<file path="src/design/rita_pkg.sv">
// Shared widths, constants and digit encoding for the radix integer-to-ASCII unit.
package rita_pkg;

  localparam int VALUE_WIDTH = 32;
  localparam int IN_WIDTH    = 32;
  localparam int QW          = (VALUE_WIDTH < IN_WIDTH) ? VALUE_WIDTH : IN_WIDTH;
  localparam int CW          = $clog2(QW + 1);
  localparam int AW          = $clog2(QW);
  localparam int RW          = 6;
  localparam int CHW         = 7;

  localparam logic [RW-1:0]  RADIX_MIN = RW'(2);
  localparam logic [RW-1:0]  RADIX_MAX = RW'(36);
  localparam logic [RW-1:0]  NUM_DEC   = RW'(10);
  localparam logic [CHW-1:0] CHAR_ZERO = CHW'(48);
  localparam logic [CHW-1:0] CHAR_A    = CHW'(65);

  typedef logic [QW-1:0] quot_t;
  typedef logic [RW-1:0] digit_t;

  function automatic logic [CHW-1:0] to_ascii(input digit_t d);
    logic [CHW-1:0] c;
    if (d < NUM_DEC) begin
      c = CHAR_ZERO + CHW'(d);
    end else if (d < RADIX_MAX) begin
      c = CHAR_A + CHW'(d - NUM_DEC);
    end else begin
      c = CHAR_ZERO;
    end
    return c;
  endfunction

  function automatic digit_t sat_radix(input digit_t r);
    digit_t s;
    if (r < RADIX_MIN) begin
      s = RADIX_MIN;
    end else if (r > RADIX_MAX) begin
      s = RADIX_MAX;
    end else begin
      s = r;
    end
    return s;
  endfunction

endpackage

</file>
<file path="src/design/rita_divider.sv">
// Restoring bit-serial divider: one quotient bit per cycle.
module rita_divider
  import rita_pkg::*;
(
  input  logic   clk,
  input  logic   rst,
  input  logic   start,
  input  quot_t  dividend,
  input  digit_t divisor,
  output logic   done,
  output quot_t  quotient,
  output digit_t remainder
);

  quot_t       q;
  digit_t      rem;
  digit_t      dvs;
  logic [CW-1:0] cnt;
  logic        busy;

  logic [RW:0] rem_sh;
  logic [RW:0] diff;
  logic        ge;

  assign rem_sh = {rem, q[QW-1]};
  assign ge     = rem_sh >= {1'b0, dvs};
  assign diff   = rem_sh - {1'b0, dvs};

  always_ff @(posedge clk) begin
    if (rst) begin
      busy <= 1'b0;
      done <= 1'b0;
      cnt  <= '0;
    end else begin
      done <= 1'b0;
      if (start) begin
        busy <= 1'b1;
        cnt  <= CW'(QW);
      end else if (busy) begin
        cnt <= cnt - CW'(1);
        if (cnt == CW'(1)) begin
          busy <= 1'b0;
          done <= 1'b1;
        end
      end
    end
  end

  always_ff @(posedge clk) begin
    if (start) begin
      q   <= dividend;
      rem <= '0;
      dvs <= divisor;
    end else if (busy) begin
      q   <= {q[QW-2:0], ge};
      rem <= ge ? diff[RW-1:0] : rem_sh[RW-1:0];
    end
  end

  assign quotient  = q;
  assign remainder = rem;

endmodule

</file>
<file path="src/design/rita_digit_store.sv">
// Digit store: one write port, one registered read port.
module rita_digit_store
  import rita_pkg::*;
(
  input  logic          clk,
  input  logic          we,
  input  logic [AW-1:0] waddr,
  input  digit_t        wdata,
  input  logic          re,
  input  logic [AW-1:0] raddr,
  output digit_t        rdata
);

  digit_t mem [QW];

  always_ff @(posedge clk) begin
    if (we) begin
      mem[waddr] <= wdata;
    end
  end

  always_ff @(posedge clk) begin
    if (re) begin
      rdata <= mem[raddr];
    end
  end

endmodule

</file>
<file path="src/design/radix_integer_to_ascii_unit.sv">
// Top level: sequencer for the radix integer-to-ASCII unit.
//
// Request channel (req_valid / req_stall) takes one word: value and radix.
// Radix below 2 is used as 2, above 36 as 36. Response channel
// (rsp_valid / rsp_stall) returns one word per digit: digit_char in ASCII
// ('0'-'9', 'A'-'Z'), most significant digit first, last set on the final
// digit. A value of zero gives the single digit '0'.
// One request is worked on at a time; req_stall is high from acceptance
// until the final digit has been taken.
// Each digit comes from the shared bit-serial divider (one quotient bit per
// cycle, after loading it); once all digits are stored, each one is read
// from the digit store (S_READ) and then presented (S_OUT).
// While rsp_stall is high the digit word holds and the unit waits.
// Reset (rst, synchronous) returns the sequencer to idle and drops any
// request in progress; the digit store needs no clearing.
module radix_integer_to_ascii_unit
  import rita_pkg::*;
(
  input  logic           clk,
  input  logic           rst,
  input  logic           req_valid,
  output logic           req_stall,
  input  logic [31:0]    value,
  input  logic [5:0]     radix,
  output logic           rsp_valid,
  input  logic           rsp_stall,
  output logic [CHW-1:0] digit_char,
  output logic           last
);

  typedef enum logic [3:0] {
    S_IDLE = 4'b0001,
    S_DIV  = 4'b0010,
    S_READ = 4'b0100,
    S_OUT  = 4'b1000
  } state_t;

  state_t        state, state_next;
  digit_t        radix_r;
  logic [CW-1:0] count;
  logic [AW-1:0] ptr;

  logic   req_acc;
  logic   rsp_acc;
  logic   div_start;
  logic   div_done;
  quot_t  div_dividend;
  digit_t div_divisor;
  quot_t  div_q;
  digit_t div_rem;
  logic   finish;
  digit_t rd_data;

  assign req_acc   = req_valid && !req_stall;
  assign rsp_acc   = rsp_valid && !rsp_stall;
  assign req_stall = (state != S_IDLE);
  assign rsp_valid = (state == S_OUT);
  assign finish    = (div_q == '0) || (count == CW'(QW - 1));

  assign div_start    = req_acc || (div_done && !finish);
  assign div_dividend = (state == S_IDLE) ? value[QW-1:0] : div_q;
  assign div_divisor  = (state == S_IDLE) ? sat_radix(radix) : radix_r;

  rita_divider u_div (
    .clk       (clk),
    .rst       (rst),
    .start     (div_start),
    .dividend  (div_dividend),
    .divisor   (div_divisor),
    .done      (div_done),
    .quotient  (div_q),
    .remainder (div_rem)
  );

  rita_digit_store u_store (
    .clk   (clk),
    .we    (div_done),
    .waddr (count[AW-1:0]),
    .wdata (div_rem),
    .re    (state == S_READ),
    .raddr (ptr),
    .rdata (rd_data)
  );

  assign digit_char = to_ascii(rd_data);
  assign last       = (ptr == '0);

  always_comb begin
    state_next = state;
    unique case (state)
      S_IDLE: if (req_acc) state_next = S_DIV;
      S_DIV:  if (div_done && finish) state_next = S_READ;
      S_READ: state_next = S_OUT;
      S_OUT: begin
        if (rsp_acc) state_next = last ? S_IDLE : S_READ;
      end
      default: state_next = S_IDLE;
    endcase
  end

  always_ff @(posedge clk) begin
    if (rst) begin
      state <= S_IDLE;
      count <= '0;
      ptr   <= '0;
    end else begin
      state <= state_next;
      if (req_acc) begin
        count <= '0;
      end else if (div_done) begin
        count <= count + CW'(1);
        if (finish) ptr <= count[AW-1:0];
      end else if (rsp_acc && !last) begin
        ptr <= ptr - AW'(1);
      end
    end
  end

  always_ff @(posedge clk) begin
    if (req_acc) radix_r <= sat_radix(radix);
  end

  a_done_in_div: assert property (@(posedge clk) disable iff (rst)
    div_done |-> state == S_DIV)
    else $error("divider done outside division phase");

  a_count_bound: assert property (@(posedge clk) disable iff (rst)
    count <= CW'(QW))
    else $error("digit count beyond store depth");

  a_busy_after_req: assert property (@(posedge clk) disable iff (rst)
    req_acc |=> req_stall && !rsp_valid)
    else $error("request not held off after acceptance");

  a_idle_after_last: assert property (@(posedge clk) disable iff (rst)
    (rsp_acc && last) |=> !req_stall)
    else $error("unit not idle after final digit");

  a_ptr_in_count: assert property (@(posedge clk) disable iff (rst)
    rsp_valid |-> CW'(ptr) < count)
    else $error("read pointer outside stored digits");

endmodule
</file>
<file path="config.mk">
export PLATFORM = sky130hd
export DESIGN_NAME = radix_integer_to_ascii_unit
export DESIGN_NICKNAME = d
export VERILOG_FILES = /design/src/design/rita_pkg.sv /design/src/design/rita_divider.sv /design/src/design/rita_digit_store.sv /design/src/design/radix_integer_to_ascii_unit.sv
export SDC_FILE = /design/constraint.sdc
export NUM_CORES = 1
export LEC_CHECK = 0
export ABC_AREA = 1
export BUFFER_PORTS_ARGS = -buffer_cell sky130_fd_sc_hd__buf_2
export CORE_ASPECT_RATIO = 0.75
export CORE_UTILIZATION = 35
export CTS_CLUSTER_SIZE = 28
export DETAILED_ROUTE_END_ITERATION = 16
export PLACE_DENSITY = 0.59
export RECOVER_POWER = 100
export SLEW_MARGIN = 20
export SYNTH_ARGS = -nofsm -noshare
export SYNTH_HDL_FRONTEND = slang
export SYNTH_HIERARCHICAL = 1
export SYNTH_SLANG_ARGS = --single-unit
</file>
<file path="constraint.sdc">
create_clock -name clk -period 3.1 [get_ports clk]
set_clock_uncertainty 0.15 [all_clocks]
set_input_delay 0.155 -clock clk [delete_from_list [all_inputs] [get_ports clk]]
set_output_delay 0.155 -clock clk [all_outputs]
set_load 0.005 [all_outputs]
</file>
==> reports/results.ini, run 1 <==
[global_routing]
antenna_found_initial=0
grt_max_degree=99
grt_pass1_wl_um=47820
grt_overflow=0
grt_usage_pct=16.36
grt_pass1_vias=8617

[place]
dp.cells=1806
gp_congestion=0.8269
io_buffers=51
dpl.hpwl_um=18620

[critical_path]
startpoint_type=register
end_kind=register
cp.required_ns=3.39
crit_arrival_ns=2.98
crit_fanout=15
worstSetupPathType=register to register

[sta]
slew_headroom_pct=-22.58
rsz0062_at_grt=false
drv_slew=173
fin_crit_ns=2.694
timing.fmax_mhz=371.2
hold_viol=0
setup-violations-final=0
worst_pin_slew_ns=1.839
fin_tns_setup_ns=0
finalCritPeriodShare_pct=86.91

[detailed_routing]
via_per_inst=4.854
drt-initial-drc-count=768
routedWlPerCell_um=15.92
dr_total_vias=9203
drcViolationCount=0
drtAntennaViolNets=0
finalWirelength_um=30190
drt-pass1-iter-count=5

[finish]
syn2layout_area_growth_pct=15.04
layoutNonFillerInstCount=1896
drive_above_1_share_pct=7.575
diodes=0
final_nets=1478

[logic_synthesis]
synth_ff_type=edfxtp_1
yosysMostFrequentCell=nand2_1
yosysTopAreaCell=edfxtp_1
syn_area_mm2=0.01260
ys_warn_count=6
syn_nets=1389
synth-seq-cells=271
ys_seq_area_share_pct=62.30
yosys-top-cells-count=nand2_1 (516), edfxtp_1 (242), nand3_1 (183)
synth_area_per_cell_um2=9.471
synth.top_cell.area_share_pct=57.69
yosysUniqueCellTypes=40
synth_edf_count=242
synthCells=1330
async_flop_share_pct=0
ys_top_cells_by_area=edfxtp_1 (58%), nand2_1 (15%), nand3_1 (7.3%)

[floorplan]
initial_core_util_pct=35.92
die_w_um=221.1
rows=59
die_y_um=166.3
dieArea_mm2=0.03676
core_mm2=0.03506
io_pins=52

[power_and_ir_drop]
finalPower_uw=9316
leakage_uw=0.005848
powerDensity_mw_per_mm2=642.9
peakVddDrop_uv=412.5

[cts]
ctsHtreeMaxLevel=1
cts_setup_buffers=0
cts_made_buffers=26
cts_root_buffer=clkbuf_16
cts_buffer_depth=3
cts_tree=done
path_clk_slew_ns=0.07
cts.sinks=271
clock_latency_ns=0.55

[job]
maxCapViolCount=5

[outcome]
violations=capacitance limit, slew limit
run_status=finished with violations

[min_path]
hold_class=input port to register

-- per-layer routing --
metal / track usage (%) / share of wire (%) / up-vias
li1: - / - / 4591
met1: 24.64 / 49 / 4310
met2: 24.70 / 43 / 260
met3: 2.849 / 6.7 / 42
met4: 3.010 / 1.6 / 0
met5: 0 / 0 / -
-- metrics by stage --
stage / cell area [um2] / utilization, % / setup WS [ns] / hold slack [ns]
global placement: 13330 / 38.01 / 0.5436 / 0.2239
global route: 14490 / 41.32 / 0.2157 / 0.3021
finish: 14490 / 41.32 / 0.4057 / 0.2836
detailed placement: 13330 / 38.01 / 0.5201 / 0.2272
CTS: 14570 / 41.54 / 0.4996 / 0.1806
floorplan: 12600 / - / 0.3557 / 0.07407
-- critical path, stage by stage (launching register included) --
cell and delay (ns):
dfxtp_1 0.33, clkbuf_1 0.78, inv_1 0.21, fa_1 0.52, nand3b_1 0.20, nand2_1 0.08
nand2_1 0.05, nand2_1 0.06, nand2_1 0.05, nand3_1 0.09, nand2_1 0.06
-- cell type report --
class | count | area (um2)
Sequential cell | 271 | 7848
Clock inverter | 10 | 70.07
Inverter | 97 | 364.1
Multi-Input combinational cell | 907 | 4044
Tap cell | 457 | 571.8
Clock buffer | 38 | 747.0
Timing Repair Buffer | 116 | 845.8
Fill cell | 3421 | 20570
-- sequential cells by signal, summed over array words and instances, names as in the netlist --
register and cells:
u_div/busy 1, u_store/rdata 6, u_div/cnt 6, u_div/remainder 6, u_div/quotient 32, state 4
count 6, ptr 5, u_store/mem 192, u_div/done 1, u_div/dvs 6, radix_r 6
-- report_power, final --
| part | switching [uW] | internal (uW) |
|---|---|---|
| Combinational | 1120 | 451 |
| Sequential | 107 | 4540 |
| Clock | 1350 | 1750 |
-- cells by family after synthesis --
family,share of synthesized area (%)
XOR/XNOR,0.6258
multiplexers,0.07947
buffers and inverters,5.433
AND/OR/NAND/NOR,27.26
flip-flops,62.30
adder cells (fa/ha/maj),1.748
AO/OA/AOI/OAI,2.553
-- what timing repair did --
| action | CTS | global route |
|---|---|---|
| resized for setup | 0 | 0 |
| endpoints found under the hold margin | 63 | 0 |
| hold buffers | 42 | 0 |
-- final timing paths --
path	start	endpoint	slack (ns)	cells after the start
worst max register to register	u_div/remainder[0]$_SDFFE_PP0P_	u_div/remainder[4]$_SDFFE_PP0P_	0.41	10
worst max-delay path	u_div/remainder[0]$_SDFFE_PP0P_	u_div/remainder[4]$_SDFFE_PP0P_	0.41	10
worst min-delay path	rst	u_div/busy$_SDFF_PP0_	0.28	3
worst min register to register	count[5]$_SDFFE_PP0P_	count[5]$_SDFFE_PP0P_	0.32	2
-- placed cells by master (no fill, tap or decap), types with 2 or more instances in the layout --
| cell type | synthesis | routed |
|---|---|---|
| nand3_2 | 3 | 3 |
| nand2_1 | 516 | 517 |
| clkbuf_1 | 15 | 28 |
| clkinv_1 | 1 | 5 |
| a21oi_1 | 13 | 13 |
| buf_2 | 26 | 40 |
| nand2_2 | 3 | 2 |
| a211oi_1 | 2 | 2 |
| clkbuf_2 | 0 | 2 |
| nand3_1 | 183 | 183 |
| o21ai_0 | 38 | 39 |
| buf_4 | 7 | 7 |
| dfxtp_1 | 29 | 29 |
| nor2_2 | 4 | 3 |
| clkinv_2 | 0 | 5 |
| nor3_1 | 1 | 2 |
| ha_1 | 16 | 16 |
| nand3b_1 | 5 | 5 |
| clkbuf_16 | 0 | 27 |
| dlygate4sd3_1 | 0 | 42 |
| a31oi_1 | 3 | 3 |
| clkbuf_8 | 0 | 3 |
| edfxtp_1 | 242 | 242 |
| nand3_4 | 2 | 2 |
| o21ai_1 | 2 | 2 |
| xor2_1 | 8 | 8 |
| nor2_1 | 92 | 93 |
| nand4_1 | 4 | 4 |
| inv_2 | 5 | 5 |
| inv_1 | 90 | 91 |
| buf_12 | 0 | 4 |
| or2_2 | 2 | 2 |
No activity file was read; power rests on OpenSTA's default activity.
==> inputs of run 2 (changes only) <==
--- a/config.mk
+++ b/config.mk
@@ -5,7 +5,6 @@
 export SDC_FILE = /design/constraint.sdc
 export NUM_CORES = 1
 export LEC_CHECK = 0
-export ABC_AREA = 1
 export BUFFER_PORTS_ARGS = -buffer_cell sky130_fd_sc_hd__buf_2
 export CORE_ASPECT_RATIO = 0.75
 export CORE_UTILIZATION = 35
==> run 2 against run 1 <==
The flow still finishes with violations (capacitance limit, slew limit). Die area decreased by 5.1%. Sequential share of layout area increased by 1.6 points. Routed wire length decreased by 17%. Largest cell class unchanged. Critical path type unchanged.
==> reports/results.ini, run 2 <==
[outcome]
run_status=finished with violations
violations=capacitance limit, slew limit

[detailed_routing]
drcViolationCount=0  ; unchanged
finalWirelength_um=25200  ; -17%
routedWlPerCell_um=18.27  ; +15%
dr_total_vias=6921  ; -25%
drtAntennaViolNets=0  ; unchanged
via_per_inst=5.019  ; +3.4%
drt-initial-drc-count=600  ; -22%
drt-pass1-iter-count=6  ; +1

[sta]
slew_headroom_pct=-11.69  ; +11 points
setup-violations-final=0  ; unchanged
rsz0062_at_grt=false
drv_slew=103  ; -40%
finalCritPeriodShare_pct=93.22  ; +6.3 points
fin_crit_ns=2.890  ; +0.1956 ns
fin_tns_setup_ns=0  ; unchanged
timing.fmax_mhz=346.0  ; -6.8%
hold_viol=0  ; unchanged
worst_pin_slew_ns=1.675  ; -0.1633 ns

[floorplan]
io_pins=52  ; unchanged
core_mm2=0.03353  ; -4.4%
die_w_um=215.3  ; -2.6%
rows=58  ; -1.7%
initial_core_util_pct=35.62  ; -0.30 points
dieArea_mm2=0.03488  ; -5.1%
die_y_um=162.0  ; -2.6%

[cts]
cts_hold_buf=44  ; +4.8%
cts_root_buffer=clkbuf_16
cts_tree=done
ctsHtreeMaxLevel=1  ; unchanged
cts_setup_buffers=0  ; unchanged
clock_latency_ns=0.55  ; about the same
ctsResizeCount=0  ; unchanged
cts_made_buffers=27  ; +3.8%
cts_buffer_depth=3  ; unchanged
cts.sinks=271  ; unchanged
path_clk_slew_ns=0.06  ; about the same

[place]
io_buffers=51  ; unchanged
gp_congestion=0.7921  ; -4.2%
dpl.hpwl_um=16300  ; -12%
place_area_mm2=0.01285  ; -3.6%

[power_and_ir_drop]
leakage_uw=0.004801  ; -18%
finalPower_uw=10920  ; +17%
powerDensity_mw_per_mm2=775.0  ; +21%
peakVddDrop_uv=537.6  ; +30%

[global_routing]
antenna_found_initial=0  ; unchanged
grt_overflow=0  ; unchanged
grt_pass1_vias=6776  ; -21%
grt_usage_pct=14.48  ; -1.9 points
grt_max_degree=49  ; -51%
grt_pass1_wl_um=39110  ; -18%

[finish]
fin_area_mm2=0.01408  ; -2.8%
final_nets=968  ; -35%
largest_reg_flops=192  ; unchanged
syn2layout_area_growth_pct=17.92
diodes=0  ; unchanged
final_common_cell=edfxtp_1
regMostFlops=u_store/mem
drive_above_1_share_pct=19.91  ; +12 points
layout_common_cells=edfxtp_1 (242), nand2_1 (127), nor2_1 (73), mux4_2 (60), dlygate4sd3_1 (44)

[logic_synthesis]
synthMuxAreaShare_pct=15.77  ; +16 points
yosys-top-cells-count=edfxtp_1 (242), nand2_1 (127), nor2_1 (73)
synth-compound-area-share_pct=3.436  ; +0.88 points
async_flop_share_pct=0  ; unchanged
synth_xor_area_share_pct=1.027  ; +0.40 points
syn_nets=856  ; -38%
syn_area_mm2=0.01194  ; -5.2%
yosysMostFrequentCell=edfxtp_1
synth-seq-cells=271  ; unchanged
synthCells=797  ; -40%
synth_fa_ha_area_share_pct=1.844  ; +0.095 points
ys_warn_count=6  ; unchanged
synth_top_family_by_area=multiplexers
synth-simple-area-share_pct=10.21  ; -17 points
synth_ff_type=edfxtp_1
yosysUniqueCellTypes=60  ; +50%
ys_seq_area_share_pct=65.70  ; +3.4 points
synth_edf_count=242  ; unchanged
ys_top_cells_by_area=edfxtp_1 (61%), mux4_2 (11%), dfxtp_1 (4.9%)
synth.top_cell.area_share_pct=60.84  ; +3.1 points
synth_area_per_cell_um2=14.99  ; +58%
yosysTopAreaCell=edfxtp_1

[critical_path]
startpoint_type=register
reg2regPathDepth=7  ; -3
worstSetupPathType=register to register
crit_arrival_ns=3.03  ; +0.05 ns
critPathMaxStageDelay_ns=0.48  ; -0.30 ns
cp.required_ns=3.24  ; -0.15 ns
cp_cell_sequence=nor4_1 > nand4_1 > o21ai_0 > buf_4 > o21ai_4 > buf_6 > mux2_1
end_kind=register
critPathSlowestCell=nor4_1
crit_fanout=24  ; +9
regToRegSetupSlack_ns=0.21  ; -0.20 ns

[min_path]
whs_path_depth=3  ; unchanged
hold_class=input port to register

[job]
maxCapViolCount=3  ; -2

## run 2: changes by cell type after synthesis, moves of 7 or more
cell,previous run,this run
nand2_1,516,127
nand3_1,183,5
inv_1,90,21
mux4_2,0,60
mux2_1,0,31
buf_2,26,3
o21ai_0,38,18
nor2_1,92,73
nor4_1,0,11
mux2_2,0,10
buf_1,1,8
buf_4,7,0
## run 2: final cells by class
type	instances	area, um2
tap	450	563.0
clock inverter	10	93.84
multi-input combinational	469	3872
timing repair buffer	115	848.3
fill	3036	19440
sequential	271	7853
clock buffer	39	760.7
inverter	25	93.84
## run 2: cells by family (layout without fill, tap and decap cells)
family | after synthesis | count (layout)
fa+ha+maj | 17 | 17
xor+xnor | 14 | 14
compound gates | 63 | 63
flops | 271 | 271
simple gates | 267 | 267
buf+inv | 57 | 189
mux | 108 | 108
## run 2: final timing paths
path,from,to
min reg2reg,u_div/cnt[1]$_SDFFE_PP0P_,u_div/cnt[1]$_SDFFE_PP0P_
max,u_div/quotient[30]$_DFFE_PP_,u_div/quotient[15]$_DFFE_PP_
min,rst,u_div/busy$_SDFF_PP0_
max reg2reg,u_div/quotient[30]$_DFFE_PP_,u_div/quotient[15]$_DFFE_PP_
## run 2: layer usage
metal	up-vias	track usage, %	routed length (um)
met2	169	21.58	11330
met1	3457	21.68	12170
li1	3262	-	-
met5	-	0	0
met4	0	3.707	461
met3	33	2.715	1236
## run 2: critical path, delay by kind of cell (launching register included)
| family | cells | cell delay, ns |
|---|---|---|
| AO/OA/AOI/OAI | 2 | 0.45 |
| multiplexers | 1 | 0.34 |
| buffers and inverters | 2 | 0.44 |
| AND/OR/NAND/NOR | 2 | 0.82 |
| flip-flops | 1 | 0.41 |
## run 2: stage by stage
step	setup slack (ns)	cells	utilization (%)	hold WS [ns]
3_5_place_dp	0.2208	1286	38.33	0.2790
4_1_cts	0.2059	1379	42.19	0.2406
3_3_place_gp	0.2395	1286	38.33	0.2762
6_report	0.2101	1379	42.01	0.2769
2_1_floorplan	0.2246	797	-	0.07407
5_1_grt	0.04161	1379	42.01	0.2917
## run 2: where the power goes
part | internal [uW] | switching (uW) | leakage, uW | total [uW]
Clock | 1790 | 1350 | 0.000416 | 3140
Combinational | 958 | 1650 | 0.00191 | 2610
Sequential | 4860 | 302 | 0.00247 | 5160
==> inputs of run 3 (changes only) <==
--- a/config.mk
+++ b/config.mk
@@ -5,6 +5,7 @@
 export SDC_FILE = /design/constraint.sdc
 export NUM_CORES = 1
 export LEC_CHECK = 0
+export ABC_AREA = 1
 export BUFFER_PORTS_ARGS = -buffer_cell sky130_fd_sc_hd__buf_2
 export CORE_ASPECT_RATIO = 0.75
 export CORE_UTILIZATION = 35
==> constraint.sdc (replaced) <==
create_clock -name clk -period 3.6 [get_ports clk]
set_clock_uncertainty 0.15 [all_clocks]
set_input_delay 0.18 -clock clk [delete_from_list [all_inputs] [get_ports clk]]
set_output_delay 0.18 -clock clk [all_outputs]
set_load 0.005 [all_outputs]
==> run 3 against run 2 <==
The flow still finishes with violations (capacitance limit, slew limit). Register-to-register slack improved by 0.35 ns. Total power shrank 25%. Global-route usage grew 1.9 points. Sequential power fell by 23%. Critical path type unchanged. Largest cell class unchanged. Highest routed layer unchanged.
==> reports/results.ini, run 3 (same netlist as run 1, synthesis figures left out) <==
[power_and_ir_drop]
power_frac_clock_pct=35.0  ; +6.2 points
leakage_uw=0.005854  ; +22%
pwr-share-seq_pct=48.6  ; +1.3 points
switchingPower_uw=2238  ; -32%
switching_share_pct=27.26  ; -3.0 points
powerDensity_mw_per_mm2=566.6  ; -27%
intPower_uw=5969  ; -22%
peakVddDrop_uv=304.8  ; -43%
p_comb_share_pct=16.5  ; -7.4 points

[detailed_routing]
finalWirelength_um=30120  ; +20%
drt-initial-drc-count=700  ; +17%
via_per_inst=4.867  ; -3.0%
routedWlPerCell_um=15.95  ; -13%
dr_total_vias=9188  ; +33%
drtAntennaViolNets=0  ; unchanged
drt-pass1-iter-count=5  ; -1
drcViolationCount=0  ; unchanged

[outcome]
run_status=finished with violations
violations=capacitance limit, slew limit

[sta]
hold_viol=0  ; unchanged
finalCritPeriodShare_pct=84.52  ; -8.7 points
worst_pin_slew_ns=1.794  ; +0.1187 ns
fin_tns_setup_ns=0  ; unchanged
rsz0062_at_grt=false
timing.fmax_mhz=328.7  ; -5.0%
drv_slew=104  ; +0.97%
fin_crit_ns=3.043  ; +0.1529 ns
timing.hold.ws_ns=0.2960  ; +0.01909 ns
slew_headroom_pct=-19.61  ; -7.9 points
setup_ws_ns=0.5573  ; +0.3471 ns
setup-violations-final=0  ; unchanged

[cts]
cts_tree=done
clock_latency_ns=0.55  ; about the same
cts_root_buffer=clkbuf_16
ctsHtreeMaxLevel=1  ; unchanged
path_clk_slew_ns=0.06  ; about the same
cts_made_buffers=26  ; -3.7%
cts_buffer_depth=3  ; unchanged
cts_setup_buffers=0  ; unchanged
ctsResizeCount=0  ; unchanged
cts.sinks=271  ; unchanged

[finish]
diodes=0  ; unchanged
regMostFlops=u_store/mem
final_common_cell=nand2_1
drive_above_1_share_pct=7.966  ; -12 points
largest_reg_flops=192  ; unchanged
regArea_mm2=0.007849  ; about the same
final_nets=1472  ; +52%
multiInputGateArea_mm2=0.004038  ; +4.3%
fillers=3420  ; +13%
utilization_pct=41.31  ; -0.70 points
layoutNonFillerInstCount=1888  ; +37%
syn2layout_area_growth_pct=14.99
layout_common_cells=nand2_1 (517), edfxtp_1 (242), nand3_1 (184), nor2_1 (92), inv_1 (91)

[critical_path]
crit_fanout=62  ; +160%
cp-startpoint=state[3]$_SDFFE_PP0P_
crit_end=state[2]$_SDFFE_PP0P_
cp.required_ns=3.88  ; +0.64 ns
worstSetupPathType=register to register
regToRegSetupSlack_ns=0.56  ; +0.35 ns
reg2regPathDepth=10  ; +3
r2r-end=state[2]$_SDFFE_PP0P_
startpoint_type=register
worstReg2RegStart=state[3]$_SDFFE_PP0P_
crit_arrival_ns=3.32  ; +0.29 ns
end_kind=register

[job]
maxCapViolCount=3  ; unchanged

[place]
dp.cells=1799  ; +40%
io_buffers=51  ; unchanged
dpl.hpwl_um=18120  ; +11%
gp_congestion=0.8045  ; +1.6%
pre_cts_ws_ns=0.8734  ; +0.6526 ns

[global_routing]
grt_pass1_vias=8742  ; +29%
antenna_found_initial=0  ; unchanged
grt_busiest_layer=met2
grt_util_met2_pct=25.34  ; +3.8 points
grt.met1_usage_pct=24.42  ; +2.7 points
grt_max_degree=99  ; +100%
grt_usage_pct=16.41  ; +1.9 points
grt_pass1_wl_um=48040  ; +23%
grtUsageMet3_pct=2.654  ; -0.061 points
grt_overflow=0  ; unchanged

[floorplan]
die_w_um=221.1  ; +2.7%
initial_core_util_pct=35.92  ; +0.30 points
rows=59  ; +1.7%
io_pins=52  ; unchanged
die_y_um=166.3  ; +2.7%
core_mm2=0.03506  ; +4.6%
dieArea_mm2=0.03676  ; +5.4%

[min_path]
hold_class=input port to register

==> run 3: cell count changes in the layout (fill, tap and decap cells not counted), moves of 8 or more <==
cell      delta
clkbuf_1     -8
inv_1       +70
mux2_1      -31
mux2_2      -10
mux4_2      -60
nand2_1    +390
nand3_1    +179
nor2_1      +19
nor4_1      -11
o21ai_0     +21
==> run 3: worst min path at each step <==
stage	cells after the start	to	slack, ns	startpoint
after global routing	2	radix_r[5]$_DFFE_PP_	0.32	radix[5]
after floorplan	1	state[1]$_SDFFE_PP0P_	0.1	rst
final	2	radix_r[5]$_DFFE_PP_	0.30	radix[5]
after detailed placement	1	radix_r[5]$_DFFE_PP_	0.25	radix[5]
after CTS	2	radix_r[5]$_DFFE_PP_	0.22	radix[5]
after global placement	1	radix_r[5]$_DFFE_PP_	0.24	radix[5]
==> run 3: critical path, cell delays in order, from the launching register on <==
cell and delay, ns:
dfxtp_1 0.32, nor2_1 0.20, nand3_2 0.09, clkbuf_1 0.38, inv_2 0.81, nand2_1 0.16, nand2_1 0.11, inv_1 0.05
nand3_1 0.08, nor2_1 0.04, dlygate4sd3_1 0.55
==> run 3: power groups by stage <==
stage | registers, uW | logic [uW] | clock network (uW)
CTS | 3970 | 1380 | 2930
detailed placement | 4040 | 1340 | 0
global placement | 4040 | 1330 | 0
finish | 3980 | 1350 | 2870
global route | 4010 | 1540 | 3070
floorplan | 4150 | 761 | 0
==> run 3: metrics by stage <==
step                instance area (um2)  total power (uW)
floorplan                         12600              4912
global placement                  13240              5366
detailed placement                13240              5380
CTS                               14550              8286
global route                      14480              8618
finish                            14480              8207
==> run 3: final cells by class <==
class,instances,share of cell area [%]
clock buffers,30,4.596
repair buffers,110,5.356
clock inverters,16,1.503
multi-input cells,907,27.88
inverters,97,2.531
flip-flops and latches,271,54.19
well taps,457,3.948
==> run 3: what timing repair did <==
action	in CTS	in global routing
hold buffers	43	0
hold endpoints to repair	61	0
setup endpoints to repair	0	0
==> run 3: metal layers <==
metal	part of all wire, %	vias to the layer above
met5	0	-
met4	1.4	0
met3	5.6	33
met2	44	233
met1	49	4347
li1	-	4575
